<file path="src/hdl/sfwa_pkg.sv">
`timescale 1ns / 1ps
// ----------------------------------------------------------------------------
// Speed feedback window average: shared package
// Widths, constants and the command/status types that join the controller
// and the datapath.
// ----------------------------------------------------------------------------
package sfwa_pkg;

   localparam int WINDOW_LENGTH   = 20;
   localparam int SAMPLE_WIDTH    = 16;
   localparam int DEAD_BAND_WIDTH = 8;
   localparam logic [DEAD_BAND_WIDTH-1:0] DEAD_BAND_RESET = 8'd5;

   // Magnitude of a sample, wide enough for the most negative value.
   localparam int MAG_WIDTH   = SAMPLE_WIDTH + 1;
   // Index into the window scan.
   localparam int IDX_WIDTH   = $clog2(WINDOW_LENGTH);
   // Number of qualifying samples, 0 .. WINDOW_LENGTH.
   localparam int CNT_WIDTH   = $clog2(WINDOW_LENGTH + 1);
   // Signed running total over the whole window.
   localparam int SUM_WIDTH   = SAMPLE_WIDTH + $clog2(WINDOW_LENGTH);
   // One divider step per dividend bit.
   localparam int DIV_WIDTH   = $clog2(SUM_WIDTH);

   typedef struct packed {
      logic load;        // take a new beat into the window
      logic accumulate;  // rotate the window by one and add the tail entry if it passes the dead band
      logic div_start;   // set up the divider from the total and count
      logic div_step;    // one restoring division step
      logic finish;      // write the result into the output register
   } cmd_type;

   typedef struct packed {
      logic clear_needed; // incoming beat forces a window clear
      logic scan_last;    // last entry of the window scan
      logic count_zero;   // no sample passed the dead band
      logic div_last;     // last division step
      logic out_free;     // output register can take a result
   } status_type;

endpackage

</file>
<file path="src/hdl/sfwa_controller.sv">
`timescale 1ns / 1ps
// ----------------------------------------------------------------------------
// Speed feedback window average: controller
// Sequences the window scan, the serial divide and the result write.
// ----------------------------------------------------------------------------
module sfwa_controller
   import sfwa_pkg::*;
(
   input  logic       clock,
   input  logic       reset,
   input  logic       req_valid,
   output logic       req_stall,
   input  status_type status,
   output cmd_type    cmd
);

   typedef enum logic [4:0] {
      ST_IDLE = 5'b00001,
      ST_SCAN = 5'b00010,
      ST_PREP = 5'b00100,
      ST_DIV  = 5'b01000,
      ST_DONE = 5'b10000
   } state_type;

   state_type state_ff;
   state_type state_in;
   logic      accept;

   assign req_stall = (state_ff != ST_IDLE);
   assign accept    = req_valid && !req_stall;

   always_comb begin
      state_in = state_ff;
      cmd      = '0;
      case (state_ff)
         ST_IDLE: begin
            if (req_valid) begin
               cmd.load = 1'b1;
               state_in = status.clear_needed ? ST_DONE : ST_SCAN;
            end
         end
         ST_SCAN: begin
            cmd.accumulate = 1'b1;
            if (status.scan_last) begin
               state_in = ST_PREP;
            end
         end
         ST_PREP: begin
            if (status.count_zero) begin
               state_in = ST_DONE;
            end else begin
               cmd.div_start = 1'b1;
               state_in      = ST_DIV;
            end
         end
         ST_DIV: begin
            cmd.div_step = 1'b1;
            if (status.div_last) begin
               state_in = ST_DONE;
            end
         end
         ST_DONE: begin
            if (status.out_free) begin
               cmd.finish = 1'b1;
               state_in   = ST_IDLE;
            end
         end
         default: begin
            state_in = ST_IDLE;
         end
      endcase
   end

   always_ff @(posedge clock) begin
      if (reset) begin
         state_ff <= ST_IDLE;
      end else begin
         state_ff <= state_in;
      end
   end

   // An accepted beat always starts a scan or goes straight to the result.
   a_accept_next: assert property (@(posedge clock) disable iff (reset)
      accept |=> (state_ff == ST_SCAN || state_ff == ST_DONE))
      else $error("accepted beat did not start processing");

   // A finished result waits while the output register is still occupied.
   a_done_holds: assert property (@(posedge clock) disable iff (reset)
      (state_ff == ST_DONE && !status.out_free) |=> state_ff == ST_DONE)
      else $error("result dropped while output busy");

endmodule

</file>
<file path="src/hdl/sfwa_datapath.sv">
`timescale 1ns / 1ps
// ----------------------------------------------------------------------------
// Speed feedback window average: datapath
// Sample window, dead band filter and accumulator, serial divider and
// output register.
// ----------------------------------------------------------------------------
module sfwa_datapath
   import sfwa_pkg::*;
(
   input  logic                          clock,
   input  logic                          reset,
   input  cmd_type                       cmd,
   output status_type                    status,
   input  logic signed [SAMPLE_WIDTH-1:0] req_velocity_sample,
   input  logic                          req_motion_lock,
   input  logic                          csr_write_enable,
   input  logic [DEAD_BAND_WIDTH-1:0]    csr_write_data,
   output logic                          rsp_valid,
   input  logic                          rsp_stall,
   output logic signed [SAMPLE_WIDTH-1:0] rsp_filtered_velocity
);

   logic signed [SAMPLE_WIDTH-1:0] window_ff [WINDOW_LENGTH];
   logic [DEAD_BAND_WIDTH-1:0]     dead_band_ff;
   logic [IDX_WIDTH-1:0]           scan_ff;
   logic signed [SUM_WIDTH-1:0]    sum_ff;
   logic [CNT_WIDTH-1:0]           count_ff;
   logic [SUM_WIDTH-1:0]           quo_ff;
   logic [CNT_WIDTH-1:0]           rem_ff;
   logic [DIV_WIDTH-1:0]           step_ff;
   logic                           negative_ff;
   logic                           rsp_valid_ff;
   logic signed [SAMPLE_WIDTH-1:0] result_ff;

   logic signed [SAMPLE_WIDTH-1:0] tail;
   logic [MAG_WIDTH-1:0]           tail_mag;
   logic                           tail_hit;
   logic [SUM_WIDTH-1:0]           sum_mag;
   logic [CNT_WIDTH:0]             rem_shift;
   logic [CNT_WIDTH:0]             rem_diff;
   logic                           rem_ge;
   logic [SAMPLE_WIDTH-1:0]        quo_low;
   logic signed [SAMPLE_WIDTH-1:0] result_in;

   // The tail of the window is examined while the window rotates, so after
   // a full scan every entry is back in its place.
   assign tail     = window_ff[WINDOW_LENGTH-1];
   assign tail_mag = tail[SAMPLE_WIDTH-1] ? MAG_WIDTH'(-$signed({tail[SAMPLE_WIDTH-1], tail}))
                                          : MAG_WIDTH'({1'b0, tail});
   assign tail_hit = tail_mag > MAG_WIDTH'(dead_band_ff);

   assign sum_mag  = sum_ff[SUM_WIDTH-1] ? SUM_WIDTH'(-sum_ff) : SUM_WIDTH'(sum_ff);

   assign rem_shift = {rem_ff, quo_ff[SUM_WIDTH-1]};
   assign rem_diff  = rem_shift - {1'b0, count_ff};
   assign rem_ge    = rem_shift >= {1'b0, count_ff};

   assign quo_low   = quo_ff[SAMPLE_WIDTH-1:0];
   assign result_in = (count_ff == '0) ? '0
                    : negative_ff ? $signed(-quo_low) : $signed(quo_low);

   assign status.clear_needed = (req_velocity_sample == '0) || req_motion_lock;
   assign status.scan_last    = (scan_ff == IDX_WIDTH'(WINDOW_LENGTH - 1));
   assign status.count_zero   = (count_ff == '0);
   assign status.div_last     = (step_ff == DIV_WIDTH'(SUM_WIDTH - 1));
   assign status.out_free     = !rsp_valid_ff || !rsp_stall;

   always_ff @(posedge clock) begin
      if (reset) begin
         for (int k = 0; k < WINDOW_LENGTH; k++) begin
            window_ff[k] <= '0;
         end
      end else if (cmd.load) begin
         if (status.clear_needed) begin
            for (int k = 0; k < WINDOW_LENGTH; k++) begin
               window_ff[k] <= '0;
            end
         end else begin
            window_ff[0] <= req_velocity_sample;
            for (int k = 1; k < WINDOW_LENGTH; k++) begin
               window_ff[k] <= window_ff[k-1];
            end
         end
      end else if (cmd.accumulate) begin
         window_ff[0] <= window_ff[WINDOW_LENGTH-1];
         for (int k = 1; k < WINDOW_LENGTH; k++) begin
            window_ff[k] <= window_ff[k-1];
         end
      end
   end

   always_ff @(posedge clock) begin
      if (reset) begin
         dead_band_ff <= DEAD_BAND_RESET;
      end else if (csr_write_enable) begin
         dead_band_ff <= csr_write_data;
      end
   end

   always_ff @(posedge clock) begin
      if (reset) begin
         scan_ff  <= '0;
         sum_ff   <= '0;
         count_ff <= '0;
      end else if (cmd.load) begin
         scan_ff  <= '0;
         sum_ff   <= '0;
         count_ff <= '0;
      end else if (cmd.accumulate) begin
         scan_ff <= scan_ff + 1'b1;
         if (tail_hit) begin
            sum_ff   <= sum_ff + SUM_WIDTH'(tail);
            count_ff <= count_ff + 1'b1;
         end
      end
   end

   // Restoring division of the total's magnitude by the count, one
   // quotient bit per cycle.
   always_ff @(posedge clock) begin
      if (reset) begin
         step_ff <= '0;
      end else if (cmd.div_start) begin
         step_ff <= '0;
      end else if (cmd.div_step) begin
         step_ff <= step_ff + 1'b1;
      end
   end

   always_ff @(posedge clock) begin
      if (cmd.div_start) begin
         quo_ff      <= sum_mag;
         rem_ff      <= '0;
         negative_ff <= sum_ff[SUM_WIDTH-1];
      end else if (cmd.div_step) begin
         quo_ff <= {quo_ff[SUM_WIDTH-2:0], rem_ge};
         rem_ff <= rem_ge ? rem_diff[CNT_WIDTH-1:0] : rem_shift[CNT_WIDTH-1:0];
      end
   end

   always_ff @(posedge clock) begin
      if (reset) begin
         rsp_valid_ff <= 1'b0;
      end else if (cmd.finish) begin
         rsp_valid_ff <= 1'b1;
      end else if (!rsp_stall) begin
         rsp_valid_ff <= 1'b0;
      end
   end

   always_ff @(posedge clock) begin
      if (cmd.finish) begin
         result_ff <= result_in;
      end
   end

   assign rsp_valid             = rsp_valid_ff;
   assign rsp_filtered_velocity = result_ff;

   // Division only runs with a nonzero divisor.
   a_div_count: assert property (@(posedge clock) disable iff (reset)
      cmd.div_step |-> count_ff != '0)
      else $error("divide step with zero count");

   // The partial remainder stays below the divisor.
   a_div_rem: assert property (@(posedge clock) disable iff (reset)
      cmd.div_step |-> rem_ff < count_ff)
      else $error("divider remainder out of range");

   // Writing a result always presents it on the next cycle.
   a_finish_valid: assert property (@(posedge clock) disable iff (reset)
      cmd.finish |=> rsp_valid_ff)
      else $error("result write lost");

endmodule

</file>
<file path="src/hdl/speed_feedback_window_average_core.sv">
`timescale 1ns / 1ps
// ----------------------------------------------------------------------------
// Speed feedback window average core
// Moving average of recent speed samples with a dead band, cleared on a
// zero sample or on motion lock.
// ----------------------------------------------------------------------------
// Sequence: for a normal beat, acceptance is followed by the window scan, the
//   divider setup, the divide steps and the result write. A clearing beat goes
//   straight to the result write; a beat with no qualifying sample skips the
//   divider setup and the divide steps.
// Flow: the core takes a new beat only after the last result write; the window
//   scan takes one entry per cycle and the divider one bit per cycle.
// Reset: synchronous, active high; clears the window and sets the dead band to 5.
// ----------------------------------------------------------------------------
//
// The window is a shift line of 20 samples; a new beat enters at the front.
// To total the qualifying samples the line is rotated once around while the
// tail entry is checked against the dead band, so no indexed read is needed.
// The magnitude of the total is then divided by the count with a restoring
// divider and the sign is put back, which truncates toward zero. A zero
// sample or a motion lock clears the whole window and returns zero; so does
// a window where no sample passes the dead band (with the window kept).
// The output register lets a finished result wait while the next beat is
// already being taken in.
module speed_feedback_window_average_core
   import sfwa_pkg::*;
(
   input  logic                           clock,
   input  logic                           reset,
   // Request channel.
   input  logic                           req_valid,
   output logic                           req_stall,
   input  logic signed [SAMPLE_WIDTH-1:0] req_velocity_sample,
   input  logic                           req_motion_lock,
   // Response channel.
   output logic                           rsp_valid,
   input  logic                           rsp_stall,
   output logic signed [SAMPLE_WIDTH-1:0] rsp_filtered_velocity,
   // Dead band register.
   input  logic                           csr_write_enable,
   input  logic [DEAD_BAND_WIDTH-1:0]     csr_write_data
);

   cmd_type    cmd;
   status_type status;

   // The controller owns sequencing and the request handshake.
   sfwa_controller u_controller (
      .clock     (clock),
      .reset     (reset),
      .req_valid (req_valid),
      .req_stall (req_stall),
      .status    (status),
      .cmd       (cmd)
   );

   // The datapath holds the window, the dead band, the arithmetic and the
   // output register.
   sfwa_datapath u_datapath (
      .clock                 (clock),
      .reset                 (reset),
      .cmd                   (cmd),
      .status                (status),
      .req_velocity_sample   (req_velocity_sample),
      .req_motion_lock       (req_motion_lock),
      .csr_write_enable      (csr_write_enable),
      .csr_write_data        (csr_write_data),
      .rsp_valid             (rsp_valid),
      .rsp_stall             (rsp_stall),
      .rsp_filtered_velocity (rsp_filtered_velocity)
   );

endmodule

</file>
<file path="config.mk">
export PLATFORM = sky130hd
export DESIGN_NAME = speed_feedback_window_average_core
export DESIGN_NICKNAME = d
export VERILOG_FILES = /design/src/hdl/sfwa_pkg.sv /design/src/hdl/sfwa_controller.sv /design/src/hdl/sfwa_datapath.sv /design/src/hdl/speed_feedback_window_average_core.sv
export SDC_FILE = /design/constraint.sdc
export NUM_CORES = 1
export LEC_CHECK = 0
export BUFFER_PORTS_ARGS = -buffer_cell sky130_fd_sc_hd__buf_2
export CAP_MARGIN = 10
export CELL_PAD_IN_SITES_DETAIL_PLACEMENT = 0
export CELL_PAD_IN_SITES_GLOBAL_PLACEMENT = 1
export CORE_MARGIN = 2
export CORE_UTILIZATION = 54
export CTS_BUF_LIST = sky130_fd_sc_hd__clkbuf_8
export DETAILED_ROUTE_END_ITERATION = 10
export GPL_TIMING_DRIVEN = 0
export PLACE_DENSITY = 0.87
export SYNTH_ARGS = -nofsm -noshare
export SYNTH_HDL_FRONTEND = slang
export SYNTH_HIERARCHICAL = 1
export SYNTH_SLANG_ARGS = --single-unit
</file>
<file path="constraint.sdc">
create_clock -name clock -period 9.7 [get_ports clock]
set_input_delay 0 -clock clock [delete_from_list [all_inputs] [get_ports clock]]
set_output_delay 0 -clock clock [all_outputs]
set_load 0.005 [all_outputs]
</file>
### Word-level counts from Yosys, hierarchy flattened

Memories as Yosys holds them, arrays and structs flattened.
Cells that the tools add are included.

| word-level totals | value |
|---|---|
| output and inout port bits | 18 |
| input port bits | 30 |
| bits in writable memories | 320 |
| memories kept | 1 |
| flip-flop bits (word level) | 93 |
| logic and storage cells | 203 |

Memory list:

| name | depth | bits a word | read ports | clocked after Yosys merged registers in | write ports | line | text |
|---|---|---|---|---|---|---|---|
| u_datapath.window_ff | 20 | 16 | 20 | 0 | 20 | sfwa_datapath.sv:23 | `logic signed [SAMPLE_WIDTH-1:0] window_ff [WINDOW_LENGTH];` |

| operators by class | value |
|---|---|
| $add $sub $neg | 8 |
| equal/unequal tests | 13 |
| $lt $le $gt $ge | 2 |
| multiplexer cells | 97 |
| reduce and logical (&&, ||, !) cells | 11 |
| bitwise gates (word level) | 60 |

Operators with widths:

| operator | count |
|---|---|
| 2-to-1 mux 16 bit | 61 |
| 2-to-1 mux 21 bit | 3 |
| OR 1 bit | 60 |
| 2-to-1 mux 5 bit | 7 |
| case mux 5 bit (5 select lines) | 1 |
| 2-to-1 mux 1 bit | 24 |
| adder 21 x 16 -> 21 bit | 1 |
| negation 21 bit | 1 |
| greater-than comparator 17 x 8 -> 1 bit | 1 |
| 2-to-1 mux 17 bit | 1 |
| negation 16 -> 17 bit | 1 |
| zero test 16 bit | 1 |
| negation 16 bit | 1 |
| adder 5 x 1 -> 5 bit (second input constant) | 3 |
| equality test 5 bit (second input constant) | 3 |
| != test 2 bit (second input constant) | 4 |
| greater-or-equal comparator 6 x 5 -> 1 bit | 1 |
| equality test 5 x 1 -> 1 bit (second input constant) | 1 |
| equality test 5 x 2 -> 1 bit (second input constant) | 1 |
| equality test 5 x 3 -> 1 bit (second input constant) | 1 |
| equality test 5 x 4 -> 1 bit (second input constant) | 1 |
| zero test 5 bit | 1 |
| != test 5 x 1 -> 1 bit (second input constant) | 1 |
| subtractor 5 bit | 1 |
| other kinds (7) | 10 |

### Logic depth before layout (Yosys ltp)

Gate-level depths: netlist (run 1).

| depth | value |
|---|---|
| word-level depth | 9 |
| mapped depth | 14 |
| mapped depth without buffers | 13 |

### By module

The synthesis (run 1) kept the hierarchy.

By module, submodules not included:

| module | instances | area an instance (µm²) | sequential area each (µm²) | cells each |
|---|---|---|---|---|
| sfwa_datapath | 1 | 17802.1 | 11751.3 | 1357 |
| sfwa_controller | 1 | 377.9 | 100.1 | 44 |

### Worst setup path after synthesis (run 1)

No wires, ideal clock.

| timing path | value |
|---|---|
| kind | register to register |
| start | reg u_controller.state_ff[4] |
| end | mem u_datapath.window_ff[0][0] (enable) |
| clock period less this slack | 8370 ps |
| library setup time | 2281 ps |
| arrival time | 6089 ps |
| buffers on the path | 1 |
| cell stages (with the launch flop) | 7 |
| data required time | 7419 ps |
| setup slack | 1330 ps |
| path through | dfxtp_1 nor3_1 nand3b_1 nor2_1 nor2_1 clkbuf_1 nand2_1 |

RTL lines:

| element | line | text |
|---|---|---|
| from (decl) | sfwa_controller.sv:25 | `state_type state_ff;` |
| from (signal assigned) | sfwa_controller.sv:78 | `state_ff <= state_in;` |
| to (decl) | sfwa_datapath.sv:23 |  |

==> results of run 1 <==
==> Yosys cell counts, types with 17 or more instances <==
cell / count / share of area
a22o_1: 17 / 0.0082
ha_1: 41 / 0.028
edfxtp_1: 358 / 0.59
nor2b_1: 311 / 0.11
nor2_1: 86 / 0.018
o21ai_0: 30 / 0.0083
nor3_1: 22 / 0.0061
a21oi_1: 44 / 0.012
xor2_1: 32 / 0.015
mux2i_1: 27 / 0.015
nand2_1: 52 / 0.011
clkbuf_1: 54 / 0.011
inv_1: 35 / 0.0072
xnor2_1: 24 / 0.012
dfxtp_1: 55 / 0.061
==> routing by layer <==
layer / track usage / vias to the layer above / wire [microns]
li1: - / 5355 / -
met1: 0.2689 / 5343 / 15160
met2: 0.3108 / 244 / 15840
met3: 0.04841 / 39 / 2357
met4: 0.05936 / 0 / 463
met5: 0 / - / 0
==> flip-flops by register name, indices dropped and copies added, names as in the netlist, 5 cells and up <==
name and cells:
u_controller/state_ff 5, u_datapath/count_ff 5, u_datapath/dead_band_ff 8, u_datapath/quo_ff 21, u_datapath/rem_ff 5, u_datapath/rsp_filtered_velocity 16
u_datapath/scan_ff 5, u_datapath/step_ff 5, u_datapath/sum_ff 21, u_datapath/window_ff 320
==> kinds of logic (layout without fill, tap and decap cells) <==
group                      Yosys count  in the layout  synth area share
DFF                                413            413            0.6519
xor gates and xnor gates            56             56           0.02698
muxes                               37             37           0.02106
adders and majority gates           43             43           0.03042
buffers and inverters              101            311           0.02175
and+or+nand+nor                    579            579            0.1827
AOI/OAI and AO/OA                  172            172           0.06524
==> per-stage QoR <==
| stage | setup TNS [ns] | hold WS [ns] | cells | worst slack (ns) |
|---|---|---|---|---|
| 2_1_floorplan | 0 | 0.06907 | 1401 | 1.330 |
| 4_1_cts | 0 | 0.0007020 | 2059 | 5.171 |
| 3_5_place_dp | 0 | 0.2457 | 1901 | 5.180 |
| 3_3_place_gp | -458.43 | 0.2364 | 1895 | -1.519 |
| 6_report | 0 | 0.03108 | 2059 | 5.093 |
| 5_1_grt | 0 | 0.05177 | 2059 | 4.845 |
==> tightest hold or removal path, stage by stage <==
cell and delay (ns):
clkbuf_1 0.28, mux2i_1 0.20, nor2_1 0.07
==> power by group <==
part,switching (W),internal (W)
logic,0.000284,0.000191
registers,0.0000848,0.00221
clock network,0.000672,0.000701
==> worst max-delay path by stage <==
| stage | end | cells past startpoint | start | slack, ns |
|---|---|---|---|---|
| 2_1_floorplan | u_datapath/window_ff[0][0] | 6 | u_controller/state_ff[4] | 1.33 |
| 3_3_place_gp | u_datapath/window_ff[0][251] | 6 | u_controller/state_ff[4] | -1.52 |
| 3_5_place_dp | u_datapath/window_ff[0][290] | 10 | u_controller/state_ff[3] | 5.18 |
| 4_1_cts | u_datapath/window_ff[0][290] | 10 | u_controller/state_ff[3] | 5.17 |
| 5_1_grt | u_datapath/window_ff[0][290] | 10 | u_controller/state_ff[3] | 4.84 |
| 6_report | u_datapath/window_ff[0][290] | 10 | u_controller/state_ff[3] | 5.09 |
==> area by class of cell <==
type	count	area, sq um
multi-input combinational	887	5946
clock inverter	53	236.5
clock buffer	73	1005
timing repair buffer	84	683.2
inverter	35	131.4
tap	448	560.5
fill	2602	12690
buffer	66	264.0
sequential	413	11850
==> results.cfg, run 1 <==
[layout]
layout.nets = 1630
layout_common_cells = 358 x edfxtp_1, 311 x nor2b_1, 86 x nor2_1, 73 x clkbuf_8, 64 x inv_1
design_area_sq_um = 20680
final_common_cell = edfxtp_1
syn2layout_area_growth_pct = 13.74
fin_util = 0.6197
antenna_cells = 0
drive_above_1_share = 0.1043

[power]
power.leakage_nw = 7.603
finalPower_w = 0.004138
pwr_density_cell_nw_per_um2 = 200.1
peakVddDrop_uv = 156.4

[yosys]
synth_top_flop_cell = edfxtp_1
ys_warn_count = 6
ys_types = 66
syn_avg_cell_area_sq_um = 12.98
synth_seq_area_share = 0.6519
syn_inst = 1401
synth_seq_cells = 413
async_flop_share = 0
synth_edf_count = 358
synthesis.nets = 1474
synth_area_sq_um = 18180

[global_routing]
grt_pass1_wl_mm = 54.66
grt_use_total = 0.1958
antenna_found_initial = 0
grt-ovfl-total = 0
first_global_vias = 10783
grt_max_degree = 72

[run]
maxCapViolations = 0

[clocking]
path_clk_slew_ns = 0.06
cts_resized = 0
cts.htree.levels = 3
cts.sinks = 413
cts_buffers = 70
cts.path.max_buffers = 3
root_buffer = clkbuf_8
clock_latency_ns = 0.59
cts_tree = built
cts_setup_buffers = 0
hold_buffers = 32

[die]
die_area_sq_um = 35150
num_rows = 67
die_w_microns = 187.5
start_util = 0.5449
core-area_sq_um = 33360
die_h_microns = 187.5
ioPinCount = 48

[timing]
finClkSkew_ns = 0.02783
hold_viol = 0
rsz0062_at_grt = no
timing.slew.headroom = 0.3585
max_freq_mhz = 217.1
setup_violations = 0
worst_slew_pin_slew_ns = 0.9601
finalCritPeriodShare = 0.4749
min_period_ns = 4.607
slew_violations = 0

[critical_path]
r2r_slack_ns = 5.09
r2r_start = u_controller/state_ff[3]
cp-start-kind = register
cp_max_fo = 10
reg2reg_depth = 10
end_kind = register
slowest_delay_ns = 0.60
r2r-end = u_datapath/window_ff[0][290]
worst-setup-path-type = register to register
required_ns = 9.98
crit_slowest_cell = nor2_1
cp_data_arrival_time_ns = 4.88
worst-path-buf-inv = 3
path_cells = nor3_1 -> nand3b_1 -> nor2_1 -> or2_2 -> clkbuf_1 -> nor2_1 -> nor2_1 -> clkbuf_1 -> clkbuf_1 -> nor2b_1
critPathTopFamily = simple AND/OR/NAND/NOR gates

[drt]
viasPerCell = 5.333
routed_wl_mm = 33.82
drtIter0Drc = 794
wl_per_cell_microns = 16.42
vias = 10981
route.detailed.drc = 0
dr.pass1.iters = 7
drtAntennaViolNets = 0

[hold_path]
holdPathStages = 3
hp-class = input port to register
min_from = csr_write_enable
hold_path_end = u_datapath/dead_band_ff[7]

[status]
status = finished clean

[place]
placed_area_sq_um = 19120
hpwl_mm = 22.62
port-buffer-count = 46
gp_congestion = 0.8342
Note: power is estimated with default switching activity, not from simulation.
==> run 2, diff against run 1 <==
CORE_UTILIZATION = 49   (was 54)
PLACE_DENSITY = 0.84   (was 0.87)
clock period = 4 ns   (was 9.7 ns; I/O delays follow)
==> results.cfg, run 2 (synthesis results as in run 1) <==
[critical_path]
r2r_start = u_datapath/count_ff[1]
worst-setup-path-type = register to register
cp-start-kind = register
end_kind = register
r2r-end = u_datapath/quo_ff[1]
cp_max_fo = 21
required_ns = 4.25
cp_data_arrival_time_ns = 3.98
r2r_slack_ns = 0.27
reg2reg_depth = 9

[layout]
largest_reg_flops = 320
fin_util = 0.5640
finish.cell_count_without_fillers = 2070
syn2layout_area_growth_pct = 13.59
drive_above_1_share = 0.1130
nFillCells = 2991
reg_top3 = u_datapath/window_ff x320, u_datapath/quo_ff x21, u_datapath/sum_ff x21
layout.nets = 1629
layout_common_cells = 358 x edfxtp_1, 311 x nor2b_1, 85 x nor2_1, 73 x clkbuf_8, 59 x inv_1
regMostFlops = u_datapath/window_ff
final_common_cell = edfxtp_1
antenna_cells = 0

[hold_path]
hold_path_end = u_datapath/dead_band_ff[3]
min_from = csr_write_enable
holdPathStages = 3
hp-class = input port to register

[place]
dp_cells = 1918
port-buffer-count = 46
gp_congestion = 0.8257
hpwl_mm = 23.16

[global_routing]
antenna_found_initial = 0
grt_use_met2 = 0.2870
first_global_vias = 10867
grt_use_total = 0.1839
grt_util_met1 = 0.2517
grt_max_degree = 130
grt_util_met3 = 0.04808
grt-ovfl-total = 0
grt-busiest-layer = met2
grt_pass1_wl_mm = 55.82

[clocking]
clock_latency_ns = 0.60
path_clk_slew_ns = 0.06
cts_buffers = 71
root_buffer = clkbuf_8
cts_tree = built
cts.htree.levels = 3
cts.sinks = 413
cts.path.max_buffers = 3

[die]
num_rows = 70
ioPinCount = 48
start_util = 0.4966
die_h_microns = 196.6
die_area_sq_um = 38660
die_w_microns = 196.6
core-area_sq_um = 36610

[drt]
routed_wl_mm = 34.80
route.detailed.drc = 0
viasPerCell = 5.365
drtAntennaViolNets = 0
dr.pass1.iters = 5
wl_per_cell_microns = 16.81
vias = 11105
drtIter0Drc = 775

[status]
status = finished clean

[timing]
setup_violations = 0
worst_slew_pin_slew_ns = 0.8858
min_period_ns = 3.727
slew_violations = 0
timing.slew.headroom = 0.4079
finalCritPeriodShare = 0.9319
finClkSkew_ns = 0.03381
max_freq_mhz = 268.3
setup_tns_ns = 0
hold_viol = 0

[power]
power.leakage_nw = 7.586
peakVddDrop_uv = 369.5
pwr_density_cell_nw_per_um2 = 485.9

[run]
maxCapViolations = 0
run 2: cell count changes in the layout (fill, tap and decap cells not counted), moves of 2 or more:
cell / change
clkbuf_1: -6
clkinv_1: -6
clkinv_2: +5
inv_1: -5
buf_4: +4
clkbuf_2: +3
buf_16: -2
dlygate4sd3_1: -2
run 2: repair_timing:
| item | in CTS | in global routing |
|---|---|---|
| setup buffers | 0 | 4 |
| endpoints found under the setup margin | 286 | 39 |
| gates resized for setup | 6 | 4 |
| hold buffers | 30 | 0 |
| endpoints found under the hold margin | 32 | 0 |
run 2: stage by stage:
step | total power, W | hold slack [ns] | cell area [sq um] | setup slack [ns]
2_1_floorplan | 0.006405 | 0.06907 | 18190 | 0.1744
6_report | 0.01003 | 0.03583 | 20650 | 0.2725
3_5_place_dp | 0.006752 | 0.2540 | 19090 | -0.5071
3_3_place_gp | 0.006741 | 0.2379 | 19000 | -1.079
5_1_grt | 0.01052 | 0.04520 | 20650 | -0.0005338
4_1_cts | 0.01015 | 0.01232 | 20610 | 0.04013
run 2: how the worst max path moves through the flow:
stage / start / endpoint / slack [ns] / cells past startpoint
6_report: u_datapath/count_ff[1] / u_datapath/quo_ff[1] / 0.27 / 9
5_1_grt: u_datapath/window_ff[0][319] / u_datapath/sum_ff[19] / -0.0005 / 13
4_1_cts: u_datapath/window_ff[0][319] / u_datapath/sum_ff[16] / 0.04 / 13
3_5_place_dp: u_controller/state_ff[3] / u_datapath/window_ff[0][290] / -0.51 / 10
3_3_place_gp: u_controller/state_ff[3] / u_datapath/window_ff[0][235] / -1.08 / 6
2_1_floorplan: u_controller/state_ff[3] / u_datapath/window_ff[0][0] / 0.17 / 6
run 2: layer usage:
| layer | up-vias | wire (microns) |
|---|---|---|
| li1 | 5351 | - |
| met1 | 5433 | 15840 |
| met2 | 263 | 15960 |
| met3 | 58 | 2322 |
| met4 | 0 | 680 |
| met5 | - | 0 |
run 2: final cells by class:
class | instances | area, sq um | share of cell area
repair buffers | 83 | 626.9 | 0.03036
clock inverters | 46 | 212.7 | 0.01030
plain buffers | 65 | 269.0 | 0.01303
well taps | 468 | 585.6 | 0.02836
inverters | 35 | 131.4 | 0.006362
clock buffers | 73 | 1005 | 0.04865
multi-input cells | 887 | 5968 | 0.2890
flip-flops and latches | 413 | 11850 | 0.5739
run 2: critical path: stages (launching register included):
cell,delay [ns]
dfxtp_1,0.36
inv_1,0.13
ha_1,0.15
nor4b_2,0.71
clkbuf_1,0.59
nand4b_1,0.23
inv_1,0.11
clkbuf_1,0.26
buf_1,0.29
or2_2,0.55
run 2: where the power goes:
group,switching (W),internal (W)
combinational,0.000696,0.000451
clock,0.00163,0.00170
sequential,0.000205,0.00535
total,0.00253,0.00750
